File: config.mk
export PLATFORM = sky130hd
export DESIGN_NAME = tagged_event_timer_table
export DESIGN_NICKNAME = d
export VERILOG_FILES = /design/src/hw/rtl/tett_pkg.sv /design/src/hw/rtl/tett_cell.sv /design/src/hw/rtl/tagged_event_timer_table.sv
export SDC_FILE = /design/constraint.sdc
export NUM_CORES = 1
export LEC_CHECK = 0
export BUFFER_PORTS_ARGS = -buffer_cell sky130_fd_sc_hd__buf_4
export CORE_AREA = 2 2 352 424
export DETAILED_ROUTE_END_ITERATION = 8
export DIE_AREA = 0 0 354 426
export PLACE_DENSITY = 0.62
export SYNTH_ARGS = -nofsm -noshare
export SYNTH_HDL_FRONTEND = slang
export SYNTH_SLANG_ARGS = --single-unit
export TNS_END_PERCENT = 20
File: constraint.sdc
create_clock -name clk -period 50.8 [get_ports clk]
set_input_delay 5.08 -clock clk [delete_from_list [all_inputs] [get_ports clk]]
set_output_delay 5.08 -clock clk [all_outputs]
set_load 0.02 [all_outputs]
File: src/hw/rtl/tett_pkg.sv
package tett_pkg;

  localparam int TIME_W    = 32;
  localparam int IN_TAG_W  = 16;
  localparam int SLOT_W    = 5;

  localparam logic FUNC_SCHEDULE = 1'b0;
  localparam logic FUNC_TICK     = 1'b1;

  localparam logic [2:0] KIND_ACCEPT  = 3'd0;
  localparam logic [2:0] KIND_FULL    = 3'd1;
  localparam logic [2:0] KIND_PAST    = 3'd2;
  localparam logic [2:0] KIND_FIRED   = 3'd3;
  localparam logic [2:0] KIND_SUMMARY = 3'd4;

  typedef struct packed {
    logic                func;
    logic [TIME_W-1:0]   now_time;
    logic [TIME_W-1:0]   deadline;
    logic [IN_TAG_W-1:0] tag;
  } item_t;

  typedef struct packed {
    logic [2:0]          kind;
    logic [SLOT_W-1:0]   slot;
    logic [IN_TAG_W-1:0] tag_out;
    logic                wait_valid;
    logic [TIME_W-1:0]   next_wait;
    logic                last;
  } result_t;

endpackage

File: src/hw/rtl/tett_cell.sv
module tett_cell import tett_pkg::*; #(
  parameter int TAG_WIDTH = 16
) (
  input  logic                 clk,
  input  logic                 rst,
  input  logic                 shift,
  input  logic                 busy_in,
  input  logic [TIME_W-1:0]    deadline_in,
  input  logic [TAG_WIDTH-1:0] tag_in,
  output logic                 busy,
  output logic [TIME_W-1:0]    deadline,
  output logic [TAG_WIDTH-1:0] tag
);

  always_ff @(posedge clk) begin
    if (rst) begin
      busy <= 1'b0;
    end else if (shift) begin
      busy <= busy_in;
    end
  end

  // payload is only looked at while busy
  always_ff @(posedge clk) begin
    if (shift) begin
      deadline <= deadline_in;
      tag      <= tag_in;
    end
  end

endmodule

File: src/hw/rtl/tagged_event_timer_table.sv
// a schedule item first reports accept, full or past; each item then scans the
// ring, reporting every fired slot, and ends with a summary; output stalls hold
// the scan; no new item is taken before the summary (item_stall outside idle);
// the slot ring rotates one slot past the head per cycle unless the output stalls
// reset: all slots free, no clearing pass; deadline and tag storage is not reset
module tagged_event_timer_table import tett_pkg::*; #(
  parameter int SLOTS     = 32,
  parameter int TAG_WIDTH = 16
) (
  input  logic    clk,
  input  logic    rst,
  input  logic    item_valid,
  output logic    item_stall,
  input  item_t   item,
  output logic    result_valid,
  input  logic    result_stall,
  output result_t result
);

  localparam int IDX_W = (SLOTS > 1) ? $clog2(SLOTS) : 1;
  localparam int TW16  = (TAG_WIDTH < IN_TAG_W) ? TAG_WIDTH : IN_TAG_W;
  localparam logic [IDX_W-1:0] LAST_IDX = IDX_W'(SLOTS - 1);

  typedef enum logic [1:0] {
    S_IDLE,
    S_SCHED,
    S_SCAN,
    S_SUMMARY
  } state_t;

  state_t state;

  logic [TIME_W-1:0]    cur_now;
  logic [TIME_W-1:0]    cur_dl;
  logic [TAG_WIDTH-1:0] cur_tag;
  logic [2:0]           cur_kind;
  logic                 cur_insert;
  logic [IDX_W-1:0]     scan_idx;
  logic [IDX_W-1:0]     free_idx;
  logic [IDX_W-1:0]     scan_free;
  logic                 found;
  logic                 full;
  logic                 have_wait;
  logic [TIME_W-1:0]    best;

  logic [SLOTS-1:0]     cell_busy;
  logic [TIME_W-1:0]    cell_dl  [SLOTS];
  logic [TAG_WIDTH-1:0] cell_tag [SLOTS];
  logic [SLOTS-1:0]     nb_busy;
  logic [TIME_W-1:0]    nb_dl    [SLOTS];
  logic [TAG_WIDTH-1:0] nb_tag   [SLOTS];

  logic                 step;
  logic                 shift;
  logic                 hit;
  logic                 eff_busy;
  logic [TIME_W-1:0]    eff_dl;
  logic [TAG_WIDTH-1:0] eff_tag;
  logic                 fire;
  logic                 wb_busy;
  logic [TIME_W-1:0]    wait_now;
  logic                 better;
  logic [TAG_WIDTH-1:0] new_tag;
  logic [IN_TAG_W-1:0]  head_tag16;
  logic [IN_TAG_W-1:0]  cur_tag16;
  logic [5:0]           idx6;
  logic [5:0]           free6;
  logic                 emit;
  result_t              result_next;

  assign item_stall = (state != S_IDLE);
  assign step       = !result_valid || !result_stall;
  assign shift      = (state == S_SCAN) && step;

  // ring of slots: cell 0 is the head, its processed contents go to the tail
  for (genvar i = 0; i < SLOTS; i++) begin : g_ring
    if (i == SLOTS - 1) begin : g_tail
      assign nb_busy[i] = wb_busy;
      assign nb_dl[i]   = eff_dl;
      assign nb_tag[i]  = eff_tag;
    end else begin : g_mid
      assign nb_busy[i] = cell_busy[i+1];
      assign nb_dl[i]   = cell_dl[i+1];
      assign nb_tag[i]  = cell_tag[i+1];
    end

    tett_cell #(
      .TAG_WIDTH(TAG_WIDTH)
    ) u_cell (
      .clk        (clk),
      .rst        (rst),
      .shift      (shift),
      .busy_in    (nb_busy[i]),
      .deadline_in(nb_dl[i]),
      .tag_in     (nb_tag[i]),
      .busy       (cell_busy[i]),
      .deadline   (cell_dl[i]),
      .tag        (cell_tag[i])
    );
  end

  always_comb begin
    new_tag = '0;
    new_tag[TW16-1:0] = item.tag[TW16-1:0];
  end

  // new event drops into the first free slot as it passes the head
  assign hit      = cur_insert && (scan_idx == free_idx);
  assign eff_busy = hit || cell_busy[0];
  assign eff_dl   = hit ? cur_dl : cell_dl[0];
  assign eff_tag  = hit ? cur_tag : cell_tag[0];
  assign fire     = eff_busy && (eff_dl <= cur_now);
  assign wb_busy  = eff_busy && !fire;
  assign wait_now = eff_dl - cur_now;
  assign better   = wb_busy && (!have_wait || (wait_now < best));

  always_comb begin
    head_tag16 = '0;
    head_tag16[TW16-1:0] = eff_tag[TW16-1:0];
  end

  always_comb begin
    cur_tag16 = '0;
    cur_tag16[TW16-1:0] = cur_tag[TW16-1:0];
  end

  assign idx6  = 6'(scan_idx);
  assign free6 = 6'(free_idx);

  // result produced by the current state when the output can move
  always_comb begin
    emit        = 1'b0;
    result_next = '0;
    case (state)
      S_SCHED: begin
        emit             = 1'b1;
        result_next.kind = cur_kind;
        if (cur_insert) begin
          result_next.slot    = free6[SLOT_W-1:0];
          result_next.tag_out = cur_tag16;
        end
      end
      S_SCAN: begin
        if (fire) begin
          emit                = 1'b1;
          result_next.kind    = KIND_FIRED;
          result_next.slot    = idx6[SLOT_W-1:0];
          result_next.tag_out = head_tag16;
        end
      end
      S_SUMMARY: begin
        emit                   = 1'b1;
        result_next.kind       = KIND_SUMMARY;
        result_next.wait_valid = have_wait;
        result_next.next_wait  = best;
        result_next.last       = 1'b1;
      end
      default: begin
        emit = 1'b0;
      end
    endcase
  end

  always_ff @(posedge clk) begin
    if (rst) begin
      state        <= S_IDLE;
      result_valid <= 1'b0;
      free_idx     <= '0;
      full         <= 1'b0;
      cur_insert   <= 1'b0;
    end else begin
      if (step) begin
        result_valid <= emit;
        if (emit) begin
          result <= result_next;
        end
      end
      case (state)
        S_IDLE: begin
          if (item_valid) begin
            cur_now    <= item.now_time;
            cur_dl     <= item.deadline;
            cur_tag    <= new_tag;
            scan_idx   <= '0;
            found      <= 1'b0;
            scan_free  <= '0;
            have_wait  <= 1'b0;
            best       <= '0;
            if (item.func == FUNC_SCHEDULE) begin
              state <= S_SCHED;
              if (full) begin
                cur_kind   <= KIND_FULL;
                cur_insert <= 1'b0;
              end else if (item.deadline < item.now_time) begin
                cur_kind   <= KIND_PAST;
                cur_insert <= 1'b0;
              end else begin
                cur_kind   <= KIND_ACCEPT;
                cur_insert <= 1'b1;
              end
            end else begin
              cur_insert <= 1'b0;
              state      <= S_SCAN;
            end
          end
        end
        S_SCHED: begin
          if (step) begin
            state <= S_SCAN;
          end
        end
        S_SCAN: begin
          if (step) begin
            if (better) begin
              best      <= wait_now;
              have_wait <= 1'b1;
            end
            if (!wb_busy && !found) begin
              scan_free <= scan_idx;
              found     <= 1'b1;
            end
            scan_idx <= IDX_W'(scan_idx + 1'b1);
            if (scan_idx == LAST_IDX) begin
              state <= S_SUMMARY;
            end
          end
        end
        S_SUMMARY: begin
          if (step) begin
            free_idx   <= scan_free;
            full       <= !found;
            cur_insert <= 1'b0;
            state      <= S_IDLE;
          end
        end
        default: begin
          state <= S_IDLE;
        end
      endcase
    end
  end

  a_full_means_all_busy: assert property (@(posedge clk) disable iff (rst)
    (state == S_IDLE && full) |-> (&cell_busy))
    else $error("table marked full with a free slot");

  a_free_slot_is_free: assert property (@(posedge clk) disable iff (rst)
    (state == S_IDLE && !full) |-> !cell_busy[free_idx])
    else $error("free slot pointer names a busy slot");

  a_fire_reported: assert property (@(posedge clk) disable iff (rst)
    (shift && fire) |=> (result_valid && result.kind == KIND_FIRED && !result.last))
    else $error("fired slot not reported");

  a_scan_ends: assert property (@(posedge clk) disable iff (rst)
    (shift && scan_idx == LAST_IDX) |=> (state == S_SUMMARY))
    else $error("ring scan did not end after a full turn");

endmodule
== Word-level counts from Yosys, hierarchy flattened ==
Cells that the tools add are included.
Storage, ports and cells
  register bits: 1763
  input bits: 85
  output and inout bits: 60
  word-level logic and storage cells: 204
Cells by class
  $add $sub $neg: 2
  $lt $le $gt $ge: 3
  eq/ne operators: 12
  muxes and demuxes: 40
  bitwise gates (word level): 2
  reductions and logical operators: 29
Operators by type and width (count)
  two-way mux 32 bit: 4
  < comparator 32 bit: 2
  one-hot mux 32 bit (2 select lines): 1
  one-hot mux 21 bit (2 select lines): 1
  less-or-equal comparator 32 bit: 1
  subtractor 32 bit: 1
  two-way mux 23 bit: 1
  two-way mux 21 bit: 1
  two-way mux 5 bit: 4
  one-hot mux 5 bit (2 select lines): 2
  two-way mux 16 bit: 1
  AND reduction 5 bit: 3
  two-way mux 2 bit: 7
  two-way mux 1 bit: 12
  inequality test 2 bit, second input constant: 5
  one-hot mux 3 bit (3 select lines): 1
  AND reduction 3 bit: 3
  one-hot mux 1 bit (2 select lines): 4
  one-hot mux 2 bit (4 select lines): 1
  AND reduction 4 bit: 2
  logical AND 1 bit: 6
  logical NOT 1 bit: 6
  nonzero test 2 bit: 3
  adder 5 x 1 -> 5 bit, second input constant: 1
  10 further kinds: 15

== Depth between registers and ports, before layout ==
  depth in word-level cells: 12
  mapped depth: 25
  gate-level depth less buffers: 22

== Cells and area by module ==
A second synthesis with hierarchy kept.
Second synthesis, totals
  cell total of the unflattened synthesis: 2641
  area, all modules: 58413.5 um2
By module, submodules not included
  tett_cell: instances 32, cells each 51, area an instance 1475.2 um2, sequential area each 1461.4 um2
  tagged_event_timer_table: instances 1, cells each 1009, area an instance 11208.2 um2, sequential area each 5695.5 um2

== Worst setup path after synthesis ==
No wires, ideal clock.
  path kind: in2reg
  start point: in result_stall
  end point: reg g_ring[0].u_cell.deadline[0], enable pin
  setup time: 2.496 ns
  arrival: 46.806 ns
  required time: 48.304 ns
  setup slack: 1.499 ns
  stages: 4
  path buffers: 1
  path through: nand2_1 -> nand2_1 -> inv_1 -> buf_1
Between the ends
  word-level cells in the longest chain between the ends: 3
RTL lines
  from (decl): RTL line tagged_event_timer_table.sv:16  | input logic result_stall,
  logical NOT 1 bit: RTL line tagged_event_timer_table.sv:72  | assign step = !result_valid || !result_stall;
  logical OR 1 bit: RTL line tagged_event_timer_table.sv:72
  logical AND 1 bit: RTL line tagged_event_timer_table.sv:73  | assign shift = (state == S_SCAN) && step;
  via g_ring[0].u_cell.shift: RTL line tett_cell.sv:6  | input logic shift,
  to (signal assigned): RTL line tett_cell.sv:26  | deadline <= deadline_in;
  to (decl): RTL line tett_cell.sv:11  | output logic [TIME_W-1:0] deadline,
The timed path passes the listed nets, and every way through them passes these cells.
A chain may end at the register's enable or synchronous reset.

== Worst setup path in the final report ==
  start point: in result_stall
  end point: reg g_ring[5].u_cell.tag[9], enable pin
Between the ends
  word-level cells in the longest chain between the ends: 3
RTL lines
  logical NOT 1 bit: RTL line tagged_event_timer_table.sv:72
  logical OR 1 bit: RTL line tagged_event_timer_table.sv:72
  logical AND 1 bit: RTL line tagged_event_timer_table.sv:73
  to (signal assigned): RTL line tett_cell.sv:27  | tag <= tag_in;
  to (decl): RTL line tett_cell.sv:12  | output logic [TAG_WIDTH-1:0] tag
No other way between the ends.

==> flow_metrics.env <==
export IMPL_hp_start="g_ring[8].u_cell.deadline[20]"
export IMPL_antenna_found_initial=6
export IMPL_clockBufferDepth=3
export IMPL_routed_via_density=4.69
export IMPL_ir_drop_mv=0.0430
export IMPL_fin_nets=3164
export IMPL_ant_nets=0
export IMPL_hold_viol=0
export IMPL_cts_sinks=1761
export IMPL_dieHeight_um=426
export IMPL_cts_tree="done"
export IMPL_max_freq_mhz=124
export IMPL_grt_usage_pct=12.6
export IMPL_status="finished, final reports clean"
export IMPL_grt_max_degree=205
export IMPL_layout_commonest_cell="edfxtp_1"
export IMPL_final_min_clock_period_ns=8.06
export IMPL_r2r_slack_ns=43.56
export IMPL_synth_area_per_cell_um2=21.7
export IMPL_tns_ns=0
export IMPL_leakage_nw=22.5
export IMPL_vias=23700
export IMPL_synth_ff_type="edfxtp_1"
export IMPL_ctsResizeCount=0
export IMPL_cp_start_kind="input port"
export IMPL_postRouteWirelength_mm=95.1
export IMPL_timing_worst_setup_path_type="in -> reg"
export IMPL_clkLatencyLatePin_ns=0.79
export IMPL_die_area_um2=151000
export IMPL_drt_iter0_markers=2173
export IMPL_tightest_slew_ns=1.12
export IMPL_grt_pass1_vias=22800
export IMPL_ys_types=69
export IMPL_final_cell_area_um2=67300
export IMPL_start_util_pct=39.9
export IMPL_wl_met1_mm=47.0
export IMPL_post_route_period_util_pct=15.9
export IMPL_end_kind="flip-flop"
export IMPL_post_cts_repair_setup_buffers=0
export IMPL_slew_limit_headroom_pct=25.5
export IMPL_cp_max_fo=152
export IMPL_io_pin_count=145
export IMPL_async_reset_ff_share_pct=0
export IMPL_drc=0
export IMPL_synth_warnings=0
export IMPL_syn_to_final_growth_pct=15.1
export IMPL_hold_buffers=0
export IMPL_cp_data_arrival_time_ns=8.45
export IMPL_first_pass_iters=5
export IMPL_synth_edff_count=1719
export IMPL_max_cap_violations=0
export IMPL_stdcell_count=5060
export IMPL_coreArea_um2=146000
export IMPL_grt_pass1_wl_mm=143
export IMPL_routed_top_layer="met5"
export IMPL_met2_length_mm=39.0
export IMPL_clkTransAtPathRegs_ns=0.06
export IMPL_placed_cells=4760
export IMPL_drive_gt1_share_pct=15.1
export IMPL_dp_hpwl_mm=55.8
export IMPL_rsz0062_at_grt="false"
export IMPL_wire_per_inst_um=18.8
export IMPL_critPathRequiredTime_ns=51.19
export IMPL_layout_common_cells="edfxtp_1, clkbuf_16, buf_4"
export IMPL_chipWidth_um=354
export IMPL_syn_inst=2688
export IMPL_post_dp_cell_area_um2=62000
export IMPL_grt_remaining_overflow=0
export IMPL_power_density_nw_per_um2=60.5
export IMPL_seq_area_frac_synth_pct=89.8
export IMPL_synth_nets=2874
export IMPL_r2r_start="scan_idx[1]"
export IMPL_finalSetupViolCount=0
export IMPL_hp_class="reg -> reg"
export IMPL_ys_seq_elements=1761
export IMPL_syn_cell_area_um2=58400
export IMPL_ctsRootBufferMaster="clkbuf_16"
export IMPL_htreeDepth=4
export IMPL_finalWeightedCongestion=0.776
export IMPL_cts_buffers=166
export IMPL_startpoint="result_stall"
export IMPL_rows=154
export IMPL_skew_ns=0.0210
export IMPL_portBuffers=144
export IMPL_slew_violations=0
export IMPL_wl_met3_mm=6.06
-- worst max-delay path, stage by stage --
cell and delay (ns):
buf_4 0.12, nand2_1 0.17, nand2_1 0.08, buf_4 0.28, inv_8 0.73, buf_4 0.88, buf_4 0.93
-- cell type report --
| cell class | count | area (um2) |
|---|---|---|
| Fill cell | 12200 | 79200 |
| Sequential cell | 1761 | 52500 |
| Multi-Input combinational cell | 765 | 5380 |
| Clock buffer | 212 | 4420 |
| Tap cell | 1950 | 2440 |
| Timing Repair Buffer | 171 | 1310 |
| Clock inverter | 87 | 832 |
| Inverter | 113 | 432 |
| Antenna cell | 1 | 2.50 |
-- worst paths after layout --
kind	end	cells after the start
worst min-delay path	g_ring[7].u_cell.deadline[20]	0
worst max-delay path	g_ring[5].u_cell.tag[9]	7
worst max register to register	best[4]	21
worst min register to register	g_ring[7].u_cell.deadline[20]	0
-- Yosys cell counts, types with 3 or more instances --
master     instances  area share, %
clkbuf_1          33           0.21
ha_1             100            2.1
nand2_1          153           0.98
a21oi_2            3          0.045
o21ai_0           53           0.45
o21a_1             6          0.077
a21boi_0           3          0.039
a21oi_1           79           0.68
o211ai_1           5          0.064
or4_1              4          0.051
xnor2_1           24           0.36
and4_1             5          0.075
dfxtp_1           42            1.4
edfxtp_1        1719             88
mux2i_1           10           0.17
nand2b_1          13           0.14
a21o_1            19           0.24
xor2_1            10           0.15
a221oi_1           3          0.045
buf_2              6          0.051
buf_4              5          0.064
nand3_1           13           0.11
a211oi_1          10           0.13
a311o_1            3          0.051
a31oi_1           10           0.11
o31ai_1            4          0.051
mux2_2            47           0.91
nor3b_1            3          0.039
and3_1            11           0.12
nor2_1            48           0.31
a2111oi_0          3          0.045
nor3_1             6          0.051
clkbuf_2           3          0.026
inv_1            113           0.73
nor4_1             3          0.032
and2_1            63           0.67
nand4_1           12           0.13
nor2b_1            3          0.032
-- logic make-up (layout without fill, tap and decap cells) --
kind of cell | Yosys count | in the layout | share of synthesized area, %
AOI/OAI and AO/OA | 225 | 225 | 2.43
and+or+nand+nor | 348 | 348 | 2.95
DFF | 1761 | 1761 | 89.8
muxes | 57 | 57 | 1.08
other | 0 | 1 | 0
adders and majority gates | 101 | 101 | 2.18
xor gates and xnor gates | 34 | 34 | 0.510
buffers and inverters | 162 | 583 | 1.09
-- through the flow --
step / hold WS, ns / power (W) / setup WS [ns] / util (%)
finish: 0.403 / 0.00407 / 42.74 / 45.9
global route: 0.400 / 0.00427 / 42.44 / 45.9
CTS: 0.395 / 0.00413 / 42.77 / 45.9
detailed placement: 0.405 / 0.00291 / 41.88 / 42.4
global placement: 0.401 / 0.00289 / 41.98 / 42.4
floorplan: 0.400 / 0.00373 / 1.50 / -
-- report_power, final --
part           internal [W]  switching [W]
registers           0.00224       0.000119
clock network      0.000671       0.000524
logic              0.000116       0.000396
total               0.00303        0.00104
-- metal layers --
layer | track usage, % | vias to the layer above
met5 | 0 | -
met4 | 4.92 | 2
met3 | 3.65 | 186
met2 | 16.5 | 581
met1 | 19.6 | 12000
li1 | - | 11000
-- sequential cells by signal, indices dropped and copies added, names as in the netlist, 16 cells and up --
signal                  count
best                       32
cur_dl                     32
cur_now                    32
cur_tag                    16
g_ring.u_cell.busy         32
g_ring.u_cell.deadline   1024
g_ring.u_cell.tag         512
result                     57
(Power assumes the default switching activity.)
